$ cat config.mk
export PLATFORM = sky130hd
export DESIGN_NAME = gcode_line_parser_top
export DESIGN_NICKNAME = d
export VERILOG_FILES = /design/src/gclp_pkg.sv /design/src/gclp_numacc.sv /design/src/gclp_finish.sv /design/src/gclp_parse.sv /design/src/gcode_line_parser_top.sv
export SDC_FILE = /design/constraint.sdc
export NUM_CORES = 2
export LEC_CHECK = 0
export BUFFER_PORTS_ARGS = -buffer_cell sky130_fd_sc_hd__buf_2
export CAP_MARGIN = 25
export CORE_ASPECT_RATIO = 1.5
export CORE_MARGIN = 4
export CORE_UTILIZATION = 55
export CTS_CLUSTER_SIZE = 8
export DETAILED_ROUTE_END_ITERATION = 10
export PLACE_DENSITY_LB_ADDON = 0.1
export SYNTH_ARGS = -nofsm -noshare
export SYNTH_HDL_FRONTEND = slang
export SYNTH_SLANG_ARGS = --single-unit
$ cat constraint.sdc
create_clock -name clk -period 46.6 [get_ports clk]
set_input_delay 4.66 -clock clk [delete_from_list [all_inputs] [get_ports clk]]
set_output_delay 4.66 -clock clk [all_outputs]
set_load 0.02 [all_outputs]
$ cat src/gclp_pkg.sv
package gclp_pkg;

  // character codes
  localparam logic [7:0] CH_TAB   = 8'h09;
  localparam logic [7:0] CH_LF    = 8'h0A;
  localparam logic [7:0] CH_VT    = 8'h0B;
  localparam logic [7:0] CH_FF    = 8'h0C;
  localparam logic [7:0] CH_CR    = 8'h0D;
  localparam logic [7:0] CH_SP    = 8'h20;
  localparam logic [7:0] CH_PLUS  = 8'h2B;
  localparam logic [7:0] CH_MINUS = 8'h2D;
  localparam logic [7:0] CH_DOT   = 8'h2E;
  localparam logic [7:0] CH_0     = 8'h30;
  localparam logic [7:0] CH_9     = 8'h39;
  localparam logic [7:0] CH_C     = 8'h43;
  localparam logic [7:0] CH_D     = 8'h44;
  localparam logic [7:0] CH_E     = 8'h45;
  localparam logic [7:0] CH_G     = 8'h47;
  localparam logic [7:0] CH_M     = 8'h4D;
  localparam logic [7:0] CH_X     = 8'h58;
  localparam logic [7:0] CH_Y     = 8'h59;
  localparam logic [7:0] CH_Z     = 8'h5A;
  localparam logic [7:0] CH_LA    = 8'h61;
  localparam logic [7:0] CH_LZ    = 8'h7A;
  localparam logic [7:0] CASE_GAP = 8'h20;

  // magnitude ceiling of a value, 2^31
  localparam logic [31:0] MAG_CAP = 32'h8000_0000;
  localparam logic [31:0] POS_MAX = 32'h7FFF_FFFF;
  localparam logic [31:0] NEG_MIN = 32'h8000_0000;
  localparam logic [15:0] CODE_POS_MAX = 16'h7FFF;
  localparam logic [15:0] CODE_NEG_MIN = 16'h8000;
  localparam logic [31:0] CODE_MAG_LIM = 32'd32768;

  typedef enum logic [2:0] {
    PH_START,
    PH_CODE,
    PH_LETTER,
    PH_VALUE,
    PH_SKIP
  } phase_t;

  typedef enum logic [2:0] {
    LT_X,
    LT_Y,
    LT_Z,
    LT_C,
    LT_D,
    LT_E,
    LT_NONE
  } letter_t;

  // number scan state
  typedef struct packed {
    logic [31:0] acc;
    logic        neg;
    logic [2:0]  fc;
    logic        started;
    logic        stopped;
    logic        point;
  } num_t;

  // one command record
  typedef struct packed {
    logic               valid_res;
    logic               is_m_code;
    logic signed [15:0] code_number;
    logic               x_present;
    logic signed [31:0] x_value;
    logic               y_present;
    logic signed [31:0] y_value;
    logic               z_present;
    logic signed [31:0] z_value;
    logic signed [31:0] c_value;
    logic signed [31:0] d_value;
    logic signed [31:0] e_value;
  } rec_t;

  function automatic logic [19:0] pow10(input logic [2:0] k);
    logic [19:0] r;
    unique case (k)
      3'd0: r = 20'd1;
      3'd1: r = 20'd10;
      3'd2: r = 20'd100;
      3'd3: r = 20'd1000;
      3'd4: r = 20'd10000;
      3'd5: r = 20'd100000;
      3'd6: r = 20'd1000000;
      default: r = 20'd1;
    endcase
    return r;
  endfunction

  function automatic logic [7:0] to_upper(input logic [7:0] ch);
    logic [7:0] r;
    r = ch;
    if (ch >= CH_LA && ch <= CH_LZ) begin
      r = ch - CASE_GAP;
    end
    return r;
  endfunction

  function automatic letter_t letter_index(input logic [7:0] ch);
    letter_t r;
    r = LT_NONE;
    if (ch == CH_X) r = LT_X;
    if (ch == CH_Y) r = LT_Y;
    if (ch == CH_Z) r = LT_Z;
    if (ch == CH_C) r = LT_C;
    if (ch == CH_D) r = LT_D;
    if (ch == CH_E) r = LT_E;
    return r;
  endfunction

endpackage

$ cat src/gclp_numacc.sv
module gclp_numacc #(
  parameter int FRACTION_DIGITS = 3
) (
  input  gclp_pkg::num_t cur,
  input  logic [7:0]     ch,
  input  logic           allow_point,
  output gclp_pkg::num_t nxt
);
  import gclp_pkg::*;

  logic [35:0] grown;
  logic [31:0] acc_sat;
  logic        is_digit;
  logic        is_blank;
  logic        is_sign;

  // accumulate one decimal digit, saturating at the magnitude ceiling
  assign grown    = 36'(cur.acc) * 36'd10 + 36'(ch[3:0]);
  assign acc_sat  = (grown > 36'(MAG_CAP)) ? MAG_CAP : grown[31:0];
  assign is_digit = (ch >= CH_0) && (ch <= CH_9);
  assign is_blank = (ch == CH_TAB) || (ch == CH_VT) || (ch == CH_FF);
  assign is_sign  = (ch == CH_PLUS) || (ch == CH_MINUS);

  // scan step
  always_comb begin
    nxt = cur;
    if (cur.stopped) begin
      nxt = cur;
    end else if (!cur.started && is_blank) begin
      nxt = cur;
    end else if (!cur.started && is_sign) begin
      nxt.neg     = (ch == CH_MINUS);
      nxt.started = 1'b1;
    end else begin
      nxt.started = 1'b1;
      if (is_digit) begin
        if (cur.point) begin
          if (cur.fc < 3'(FRACTION_DIGITS)) begin
            nxt.acc = acc_sat;
            nxt.fc  = cur.fc + 3'd1;
          end
        end else begin
          nxt.acc = acc_sat;
        end
      end else if (ch == CH_DOT && allow_point && !cur.point) begin
        nxt.point = 1'b1;
      end else begin
        nxt.stopped = 1'b1;
      end
    end
  end

endmodule

$ cat src/gclp_finish.sv
module gclp_finish #(
  parameter int FRACTION_DIGITS = 3
) (
  input  gclp_pkg::num_t     num,
  output logic signed [31:0] value,
  output logic signed [15:0] code
);
  import gclp_pkg::*;

  logic [19:0] scale;
  logic [51:0] prod;
  logic [31:0] mag;

  // scale to fixed point by the missing fraction digits, then saturate
  assign scale = pow10(3'(FRACTION_DIGITS) - num.fc);
  assign prod  = 52'(num.acc) * 52'(scale);
  assign mag   = (prod > 52'(MAG_CAP)) ? MAG_CAP : prod[31:0];

  // signed value
  always_comb begin
    if (num.neg) begin
      value = (mag == MAG_CAP) ? NEG_MIN : (32'd0 - mag);
    end else begin
      value = mag[31] ? POS_MAX : mag;
    end
  end

  // signed code, 16-bit saturation
  always_comb begin
    if (num.neg) begin
      code = (num.acc >= CODE_MAG_LIM) ? CODE_NEG_MIN : (16'd0 - num.acc[15:0]);
    end else begin
      code = (num.acc > 32'(CODE_POS_MAX)) ? CODE_POS_MAX : num.acc[15:0];
    end
  end

endmodule

$ cat src/gclp_parse.sv
module gclp_parse #(
  parameter int MAX_TOKENS      = 6,
  parameter int FRACTION_DIGITS = 3
) (
  input  logic             clk,
  input  logic             rst,
  input  logic             step,
  input  logic [7:0]       ch,
  output gclp_pkg::rec_t   rec,
  output logic             emit
);
  import gclp_pkg::*;

  phase_t      phase, phase_next;
  logic        line_ok, line_ok_next;
  logic        is_m_flag, is_m_flag_next;
  logic [15:0] code_accum, code_accum_next;
  num_t        num, num_next;
  letter_t     letter, letter_next;
  logic [2:0]  token_count, token_count_next;
  logic [31:0] axis_values [6];
  logic [31:0] axis_values_next [6];
  logic [2:0]  axis_present, axis_present_next;

  logic [7:0]         uc;
  logic               is_lf;
  logic               is_cr;
  logic               is_sp;
  num_t               num_fed;
  logic signed [31:0] fin_value;
  logic signed [15:0] fin_code;
  logic [31:0]        axis_fin [6];
  logic [2:0]         present_fin;
  logic [15:0]        code_fin;
  logic               tok_open;

  assign uc    = to_upper(ch);
  assign is_lf = (ch == CH_LF);
  assign is_cr = (uc == CH_CR);
  assign is_sp = (uc == CH_SP);
  assign emit  = step && is_cr;

  gclp_numacc #(
    .FRACTION_DIGITS(FRACTION_DIGITS)
  ) u_numacc (
    .cur        (num),
    .ch         (uc),
    .allow_point(phase == PH_VALUE),
    .nxt        (num_fed)
  );

  gclp_finish #(
    .FRACTION_DIGITS(FRACTION_DIGITS)
  ) u_finish (
    .num  (num),
    .value(fin_value),
    .code (fin_code)
  );

  // record as it stands if the line ends now
  assign tok_open = (phase == PH_VALUE);
  assign code_fin = (phase == PH_CODE) ? fin_code : code_accum;

  always_comb begin
    for (int i = 0; i < 6; i++) begin
      axis_fin[i] = (tok_open && letter == letter_t'(i)) ? fin_value : axis_values[i];
    end
    for (int i = 0; i < 3; i++) begin
      present_fin[i] = axis_present[i] || (tok_open && letter == letter_t'(i));
    end
  end

  always_comb begin
    rec = '0;
    if (line_ok) begin
      rec.valid_res   = 1'b1;
      rec.is_m_code   = is_m_flag;
      rec.code_number = code_fin;
      rec.x_present   = present_fin[0];
      rec.x_value     = axis_fin[0];
      rec.y_present   = present_fin[1];
      rec.y_value     = axis_fin[1];
      rec.z_present   = present_fin[2];
      rec.z_value     = axis_fin[2];
      rec.c_value     = axis_fin[3];
      rec.d_value     = axis_fin[4];
      rec.e_value     = axis_fin[5];
    end
  end

  // next state
  always_comb begin
    phase_next        = phase;
    line_ok_next      = line_ok;
    is_m_flag_next    = is_m_flag;
    code_accum_next   = code_accum;
    num_next          = num;
    letter_next       = letter;
    token_count_next  = token_count;
    axis_present_next = axis_present;
    for (int i = 0; i < 6; i++) begin
      axis_values_next[i] = axis_values[i];
    end
    if (step && !is_lf) begin
      if (is_cr) begin
        phase_next        = PH_START;
        line_ok_next      = 1'b0;
        is_m_flag_next    = 1'b0;
        code_accum_next   = '0;
        num_next          = '0;
        letter_next       = LT_NONE;
        token_count_next  = '0;
        axis_present_next = '0;
        for (int i = 0; i < 6; i++) begin
          axis_values_next[i] = '0;
        end
      end else begin
        unique case (phase)
          PH_START: begin
            if (uc == CH_G || uc == CH_M) begin
              line_ok_next   = 1'b1;
              is_m_flag_next = (uc == CH_M);
              num_next       = '0;
              phase_next     = PH_CODE;
            end else begin
              line_ok_next = 1'b0;
              phase_next   = PH_SKIP;
            end
          end
          PH_CODE: begin
            if (is_sp) begin
              code_accum_next = fin_code;
              phase_next      = PH_LETTER;
            end else begin
              num_next = num_fed;
            end
          end
          PH_LETTER: begin
            if (is_sp) begin
              phase_next = PH_SKIP;
            end else begin
              letter_next = letter_index(uc);
              num_next    = '0;
              phase_next  = PH_VALUE;
            end
          end
          PH_VALUE: begin
            if (is_sp) begin
              // close the token
              if (letter != LT_NONE) begin
                axis_values_next[letter] = fin_value;
              end
              if (letter == LT_X || letter == LT_Y || letter == LT_Z) begin
                axis_present_next[letter[1:0]] = 1'b1;
              end
              token_count_next = token_count + 3'd1;
              if (letter == LT_NONE || (token_count + 3'd1) >= 3'(MAX_TOKENS)) begin
                phase_next = PH_SKIP;
              end else begin
                phase_next = PH_LETTER;
              end
              letter_next = LT_NONE;
            end else begin
              num_next = num_fed;
            end
          end
          PH_SKIP: begin
            phase_next = PH_SKIP;
          end
          default: begin
            phase_next = PH_SKIP;
          end
        endcase
      end
    end
  end

  // state registers
  always_ff @(posedge clk) begin
    if (rst) begin
      phase        <= PH_START;
      line_ok      <= 1'b0;
      is_m_flag    <= 1'b0;
      code_accum   <= '0;
      num          <= '0;
      letter       <= LT_NONE;
      token_count  <= '0;
      axis_present <= '0;
      for (int i = 0; i < 6; i++) begin
        axis_values[i] <= '0;
      end
    end else begin
      phase        <= phase_next;
      line_ok      <= line_ok_next;
      is_m_flag    <= is_m_flag_next;
      code_accum   <= code_accum_next;
      num          <= num_next;
      letter       <= letter_next;
      token_count  <= token_count_next;
      axis_present <= axis_present_next;
      for (int i = 0; i < 6; i++) begin
        axis_values[i] <= axis_values_next[i];
      end
    end
  end

  // a fresh line carries nothing over
  a_start_clean: assert property (@(posedge clk) disable iff (rst)
    phase == PH_START |-> !line_ok && token_count == 3'd0 && axis_present == 3'd0)
    else $error("line start with stale line state");

  // token limit respected
  a_token_limit: assert property (@(posedge clk) disable iff (rst)
    token_count <= 3'(MAX_TOKENS))
    else $error("token count beyond limit");

  // fraction digits never exceed the fixed-point precision
  a_frac_limit: assert property (@(posedge clk) disable iff (rst)
    num.fc <= 3'(FRACTION_DIGITS))
    else $error("fraction digit count beyond precision");

  // every line end returns to line start
  a_emit_restart: assert property (@(posedge clk) disable iff (rst)
    emit |=> phase == PH_START)
    else $error("line end did not restart the parser");

endmodule

$ cat src/gcode_line_parser_top.sv
// path: a line-end character passes from the input register through the parse logic
// into the result register, and waits in the input register while a result is stalled
// throughput: one character per cycle; characters other than line end are taken
// while a result waits, a line end waits only behind a result that is still stalled
// reset: clears the parser to line start, all stored values to zero, and both
// register stages to empty
module gcode_line_parser_top #(
  parameter int MAX_TOKENS      = 6,
  parameter int FRACTION_DIGITS = 3
) (
  input  logic               clk,
  input  logic               rst,
  input  logic               in_valid,
  output logic               in_stall,
  input  logic [7:0]         char_code,
  output logic               out_valid,
  input  logic               out_stall,
  output logic               valid_res,
  output logic               is_m_code,
  output logic signed [15:0] code_number,
  output logic               x_present,
  output logic signed [31:0] x_value,
  output logic               y_present,
  output logic signed [31:0] y_value,
  output logic               z_present,
  output logic signed [31:0] z_value,
  output logic signed [31:0] c_value,
  output logic signed [31:0] d_value,
  output logic signed [31:0] e_value
);
  import gclp_pkg::*;

  logic       ir_valid;
  logic [7:0] ir_char;
  rec_t       out_rec;
  rec_t       rec;
  logic       emit;
  logic       step;
  logic       out_free;
  logic       in_take;

  // flow control
  assign out_free = !out_valid || !out_stall;
  assign step     = ir_valid && ((ir_char != CH_CR) || out_free);
  assign in_stall = ir_valid && !step;
  assign in_take  = in_valid && !in_stall;

  gclp_parse #(
    .MAX_TOKENS     (MAX_TOKENS),
    .FRACTION_DIGITS(FRACTION_DIGITS)
  ) u_parse (
    .clk (clk),
    .rst (rst),
    .step(step),
    .ch  (ir_char),
    .rec (rec),
    .emit(emit)
  );

  // input register
  always_ff @(posedge clk) begin
    if (rst) begin
      ir_valid <= 1'b0;
    end else begin
      ir_valid <= in_take || (ir_valid && !step);
      if (in_take) begin
        ir_char <= char_code;
      end
    end
  end

  // result register
  always_ff @(posedge clk) begin
    if (rst) begin
      out_valid <= 1'b0;
    end else begin
      if (emit) begin
        out_valid <= 1'b1;
        out_rec   <= rec;
      end else if (!out_stall) begin
        out_valid <= 1'b0;
      end
    end
  end

  assign valid_res   = out_rec.valid_res;
  assign is_m_code   = out_rec.is_m_code;
  assign code_number = out_rec.code_number;
  assign x_present   = out_rec.x_present;
  assign x_value     = out_rec.x_value;
  assign y_present   = out_rec.y_present;
  assign y_value     = out_rec.y_value;
  assign z_present   = out_rec.z_present;
  assign z_value     = out_rec.z_value;
  assign c_value     = out_rec.c_value;
  assign d_value     = out_rec.d_value;
  assign e_value     = out_rec.e_value;

  // an invalid record carries only zeros
  a_invalid_zero: assert property (@(posedge clk) disable iff (rst)
    out_valid && !valid_res |-> !is_m_code && code_number == 16'sd0 &&
      !x_present && !y_present && !z_present && x_value == 32'sd0 &&
      y_value == 32'sd0 && z_value == 32'sd0 && c_value == 32'sd0 &&
      d_value == 32'sd0 && e_value == 32'sd0)
    else $error("invalid record with nonzero fields");

  // input holds back only for a line end behind a stalled result
  a_stall_cause: assert property (@(posedge clk) disable iff (rst)
    in_stall |-> ir_valid && ir_char == CH_CR && out_valid && out_stall)
    else $error("input stalled without cause");

  // a new record never overwrites one still waiting
  a_no_overwrite: assert property (@(posedge clk) disable iff (rst)
    emit |-> !(out_valid && out_stall))
    else $error("record overwritten while stalled");

endmodule

---- After elaboration in Yosys (flattened, before gate mapping) ----
Memories as Yosys holds them, arrays and structs flattened.
Index checks and enable logic that the tools add are counted.
cells by class
  add/sub/neg operators ................... 7
  multipliers ............................. 2
  order comparisons ....................... 14
  eq/ne operators ......................... 51
  multiplexer cells ....................... 92
  bitwise gates (word level) .............. 9
  reductions and logical operators ........ 65
operator list
  operator                                                         number
  2-to-1 mux 192 bit                                               5
  2-to-1 mux 32 bit                                                21
  2-to-1 mux 39 bit                                                6
  2-to-1 mux 213 bit                                               1
  bitwise mux 192 bit                                              1
  case mux 20 bit (6 select lines)                                 1
  case mux 39 bit (3 select lines)                                 1
  2-to-1 mux 16 bit                                                7
  demux 32 bit (select 3 bit)                                      1
  2-to-1 mux 3 bit                                                 26
  == test 8 x 7 -> 1 bit, second input constant                    8
  greater-than comparator 52 x 32 -> 1 bit, second input constant  1
  multiplier 32 x 20 -> 52 bit                                     1
  == test 8 x 4 -> 1 bit, second input constant                    5
  adder 36 x 4 -> 36 bit                                           1
  greater-than comparator 36 x 32 -> 1 bit, second input constant  1
  multiplier 32 x 3 -> 35 bit, second input constant               1
  == test 32 bit, second input constant                            1
  == test 8 x 6 -> 1 bit, second input constant                    4
  >= comparator 32 x 16 -> 1 bit, second input constant            1
  greater-than comparator 32 x 15 -> 1 bit, second input constant  1
  subtractor 1 x 32 -> 32 bit, first input constant                1
  2-to-1 mux 31 bit                                                1
  != test 3 x 1 -> 1 bit, second input constant                    8
  other kinds (48)                                                 135
storage, ports and cells
  flip-flop bits (word level) ............. 292
  bits in writable memories ............... 192
  bits of input ports ..................... 12
  output and inout bits ................... 215
  logic and storage cells ................. 269
  memories kept ........................... 1
memory list
  memory               words  bits a word  rd ports  clocked after memory_dff  write ports  RTL line          text
  u_parse.axis_values  6      32           6         0                         6            gclp_parse.sv:21  logic [31:0] axis_values [6];

---- Depth between registers and ports, before layout ----
  word-level depth ........................ 16
  gate-level depth with buffers ........... 51
  mapped depth without buffers ............ 43

---- Hierarchy ----
A second synthesis with hierarchy kept.
second synthesis, totals
  cells, all modules ...................... 4900
  area, all modules ....................... 44771.7 µm²
by module, submodules not included
  module                 times used  cells each  area an instance (µm²)  seq. area each (µm²)
  gclp_finish            1           2671        21871.0                 0.0
  gclp_parse             1           1505        12558.3                 5225.0
  gcode_line_parser_top  1           235         6787.8                  6676.4
  gclp_numacc            1           489         3554.7                  0.0

---- Worst setup path before layout ----
Ideal clock, no wire load.
  path type ............................... input port to flip-flop
  from .................................... in rst
  to ...................................... reg out_valid
  data arrival time ....................... 28450 ps
  required time ........................... 46414 ps
  setup slack ............................. 17964 ps
  stages on the path ...................... 4
  buffers on the path ..................... 2
  cell sequence ........................... clkbuf_1 clkbuf_1 nor4b_1 o21bai_1
RTL lines
  item                  RTL line                     text
  from (decl)           gcode_line_parser_top.sv:12  input logic rst,
  to (signal assigned)  gcode_line_parser_top.sv:75  out_valid <= 1'b0;
  to (signal assigned)  gcode_line_parser_top.sv:78  out_valid <= 1'b1;
  to (signal assigned)  gcode_line_parser_top.sv:81  out_valid <= 1'b0;
  to (decl)             gcode_line_parser_top.sv:16  output logic out_valid,

---- Worst setup path in the final report ----
  from .................................... reg u_parse.num[4] (netlist name)
  to ...................................... reg out_rec (netlist bit e_value[22]), data pin
between the ends
  longest elaborated chain between the ends .. 10
  elaborated cells on any way between the ends .. 17
  classes of those cells .................. 2 x add/sub; 1 x mul; 1 x order compare; 7 x eq/ne; 6 x mux
ends and longest elaborated chain
  item                                                           RTL line                     text
  subtractor 2 x 3 -> 3 bit *                                    gclp_finish.sv:15            assign scale = pow10(3'(FRACTION_DIGITS) - num.fc);
  == test 3 bit (tied with other cells)                          gclp_pkg.sv:81               unique case (k)
  case mux 20 bit (6 select lines) *                             gclp_pkg.sv:81
  multiplier 32 x 20 -> 52 bit *                                 gclp_finish.sv:16            assign prod = 52'(num.acc) * 52'(scale);
  greater-than comparator 52 x 32 -> 1 bit                       gclp_finish.sv:17            assign mag = (prod > 52'(MAG_CAP)) ? MAG_CAP : prod[31:0];
  2-to-1 mux 32 bit *                                            gclp_finish.sv:17
  subtractor 1 x 32 -> 32 bit or == test 32 bit (tied branches)  gclp_finish.sv:22            value = (mag == MAG_CAP) ? NEG_MIN : (32'd0 - mag);
  2-to-1 mux 32 bit                                              gclp_finish.sv:22
  2-to-1 mux 32 bit *                                            gclp_finish.sv:21            if (num.neg) begin
  2-to-1 mux 32 bit *                                            gclp_parse.sv:66             axis_fin[i] = (tok_open && letter == letter_t'(i)) ? fin_value : axis_values[i];
  to (signal assigned)                                           gcode_line_parser_top.sv:79  out_rec <= rec;
  to (decl)                                                      gcode_line_parser_top.sv:35  rec_t out_rec;
Every way passes the cells marked *; elsewhere a longest branch is shown, timed or not.
A chain may end at the register's enable or synchronous reset.

==> results.toml <==
[placed_design]
gp_congestion = 0.971
portBuffers = 226
placed_cell_area_um2 = 46000
dp_slack_ns = 32.54
dpl.hpwl_um = 104000

[pwr]
clkPwrFrac = 0.513
power_density_nw_per_um2 = 19.4
power.leakage_nw = 21.9
ir_drop_v = 0.0000221
sequentialPowerShare = 0.475
p_int_mw = 0.733
p_switching_mw = 0.202
swShare = 0.216
p_comb_frac = 0.012

[timing]
hold_violations = 0
fin_worst_skew_ns = 0.0691
fin_tns_setup_ns = 0
fin_crit_sh = 0.306
period_needed_ns = 14.27
setup_slack_ns = 32.33
timing.fmax_ghz = 0.0701
drv_slew = 0
rsz0062_at_grt = "false"
tightest_slew_ns = 1.11
setup_viol = 0
slew_headroom = 0.261

[synthesis]
avgSynthCellArea_um2 = 8.90
synthArstFlopShare = 0
synth_edf_count = 221
seq_area_frac_synth = 0.269
ys_ff_latch = 484
synth_ff_type = "dfxtp_1"
ys_warn_count = 0
netlist_area_um2 = 44200
syn-instance-count = 4963
yosysUniqueCellTypes = 98
synth_nets = 5714

[cts]
cts.sinks = 484
clock_latency_ns = 0.65
cts_setup_buffers = 0
holdBufCountCts = 0
cts-htree-levels = 3
clk_pin_slew_ns = 0.09
cts-root-buf = "clkbuf_16"
cts_tree = "done"
numCtsBuffers = 70
cts_buffer_depth = 3
cts_resized = 0

[worst_setup_path]
crit_slowest_cell = "dfxtp_1"
slowest_delay_ns = 0.95
rrSetupSlack_ns = 32.33
required_ns = 46.89
reg2reg_from = "u_parse.num[4]$_SDFFE_PP0P_"
r2r-end = "e_value[22]$_SDFFCE_PN0P_"
crit_arrival_ns = 14.56
r2r_cells = 39
worstSetupPathType = "flip-flop to flip-flop"
cp-end-kind = "flip-flop"
cp-start-kind = "flip-flop"
critPathMaxFanout = 40

[final_layout]
drive_above_1_share = 0.0964
final_nets = 5771
num_antenna_cells = 0
area_growth_pct = 8.89
nFillCells = 7122
stdcell_area_um2 = 48100

[routing]
vias = 36900
ant_nets = 0
post_drt_wl_per_cell_um = 22.6
drt_iter0_markers = 2921
drc = 0
viasPerCell = 6.05
drt-total-wl_um = 138000
dr.pass1.iters = 7

[die]
ioPinCount = 227
die_h_um = 355
dieArea_um2 = 85000
fp-row-count = 127
die_x_um = 239
core_area_um2 = 79800
start_util = 0.554

[global_route]
grt.total_usage = 0.324
antenna_found_initial = 1
grt_pass1_vias = 37400
grt-ovfl-total = 0
grt_pass1_wl_um = 215000
grt_max_degree = 94

[min_path]
hold_end = "u_parse.axis_values[2][14]$_SDFFE_PP0P_"
min_delay_path_depth = 2
hold_class = "flip-flop to flip-flop"
hold_path.startpoint = "u_parse.axis_values[2][14]$_SDFFE_PP0P_"

[outcome]
status = "completed"

[flow_run]
cap_violations = 0
[synth_stat cells, types with 92 or more instances]
master	n	area, µm²
nand3_1	154	771
a21oi_1	218	1090
ha_1	265	3320
nor2_1	232	871
and3_1	92	576
dfxtp_1	263	5270
fa_1	474	9490
o31ai_1	120	901
inv_1	664	2490
edfxtp_1	221	6640
o21ai_0	271	1360
nand2_1	605	2270
and2_1	196	1230
clkbuf_1	275	1030
[how the worst max path moves through the flow]
stage                                startpoint                         to  slack [ns]  cells after the start
CTS                 u_parse.num[4]$_SDFFE_PP0P_  z_value[24]$_SDFFCE_PN0P_       32.48                     40
global placement    u_parse.num[4]$_SDFFE_PP0P_  y_value[24]$_SDFFCE_PN0P_       32.83                     40
floorplan                                   rst     out_valid$_SDFFE_PP0P_       17.96                      4
global route        u_parse.num[4]$_SDFFE_PP0P_  z_value[28]$_SDFFCE_PN0P_       31.35                     42
detailed placement  u_parse.num[4]$_SDFFE_PP0P_  c_value[24]$_SDFFCE_PN0P_       32.54                     40
finish              u_parse.num[4]$_SDFFE_PP0P_  e_value[22]$_SDFFCE_PN0P_       32.33                     39
[kinds of logic (layout without fill, tap and decap cells)]
| family | count (synthesis) | count (layout) | share of synthesized area |
|---|---|---|---|
| xor gates and xnor gates | 86 | 86 | 0.0170 |
| adders and majority gates | 739 | 739 | 0.290 |
| buffers and inverters | 991 | 1099 | 0.0867 |
| and+or+nand+nor | 1604 | 1604 | 0.177 |
| DFF | 484 | 484 | 0.269 |
| muxes | 16 | 16 | 0.00377 |
| AOI/OAI and AO/OA | 1043 | 1043 | 0.156 |
[cell type report]
cell class / count / area [µm²] / share of cell area
Clock inverter: 6 / 100 / 0.00208
Tap cell: 1032 / 1290 / 0.0268
Inverter: 665 / 2500 / 0.0519
Multi-Input combinational cell: 3488 / 28600 / 0.594
Clock buffer: 117 / 1970 / 0.0410
Sequential cell: 484 / 11900 / 0.248
Timing Repair Buffer: 311 / 1770 / 0.0367
[flip-flops by register name, summed over array words and instances (netlist names), 3 cells and up]
register,count
u_parse.num,39
u_parse.token_count,3
u_parse.letter,3
y_value,32
z_value,32
x_value,32
ir_char,8
u_parse.code_accum,16
code_number,16
e_value,32
u_parse.axis_present,3
u_parse.phase,3
u_parse.axis_values,192
c_value,32
d_value,32
[critical path: cells and delay by family, from the launching register on]
family	cells	cell delay (ns)
AOI/OAI and AO/OA	9	2.75
adders and majority gates	10	4.57
buffers and inverters	7	0.53
DFF	1	0.95
muxes	2	0.86
and+or+nand+nor	11	4.18
[power by group through the flow]
stage	Clock [mW]	Sequential, mW	Combinational, mW
finish	0.479	0.444	0.0111
global route	0.503	0.443	0.0118
CTS	0.485	0.444	0.0109
detailed placement	0	0.452	0.0108
global placement	0	0.452	0.0108
floorplan	0	0.451	0.00738
[stage by stage]
stage                     power [mW]  cells  hold WS (ns)  utilization
after floorplan                0.458   4963         0.420            -
after global placement         0.463   5974         0.428        0.577
after detailed placement       0.463   5979         0.437        0.577
after CTS                      0.939   6102         0.446        0.603
after global routing           0.958   6103         0.467        0.603
final                          0.934   6103         0.444        0.603
[placed cells by master, fill, tap and decap left out, drive strengths merged, types with 93 or more instances in the layout]
| master | Yosys | routed |
|---|---|---|
| a21oi | 218 | 218 |
| and2 | 198 | 198 |
| and3 | 93 | 93 |
| buf | 51 | 311 |
| clkbuf | 275 | 117 |
| dfxtp | 263 | 263 |
| edfxtp | 221 | 221 |
| fa | 474 | 474 |
| ha | 265 | 265 |
| inv | 665 | 665 |
| nand2 | 606 | 606 |
| nand3 | 154 | 154 |
| nor2 | 234 | 234 |
| o21ai | 300 | 300 |
| o31ai | 121 | 121 |
[routing by layer]
layer,wire [µm],track usage
met1,49800,0.370
met2,70100,0.575
met3,7850,0.0381
met4,10500,0.205
met5,14,0
Note: power is estimated with default switching activity, not from simulation.
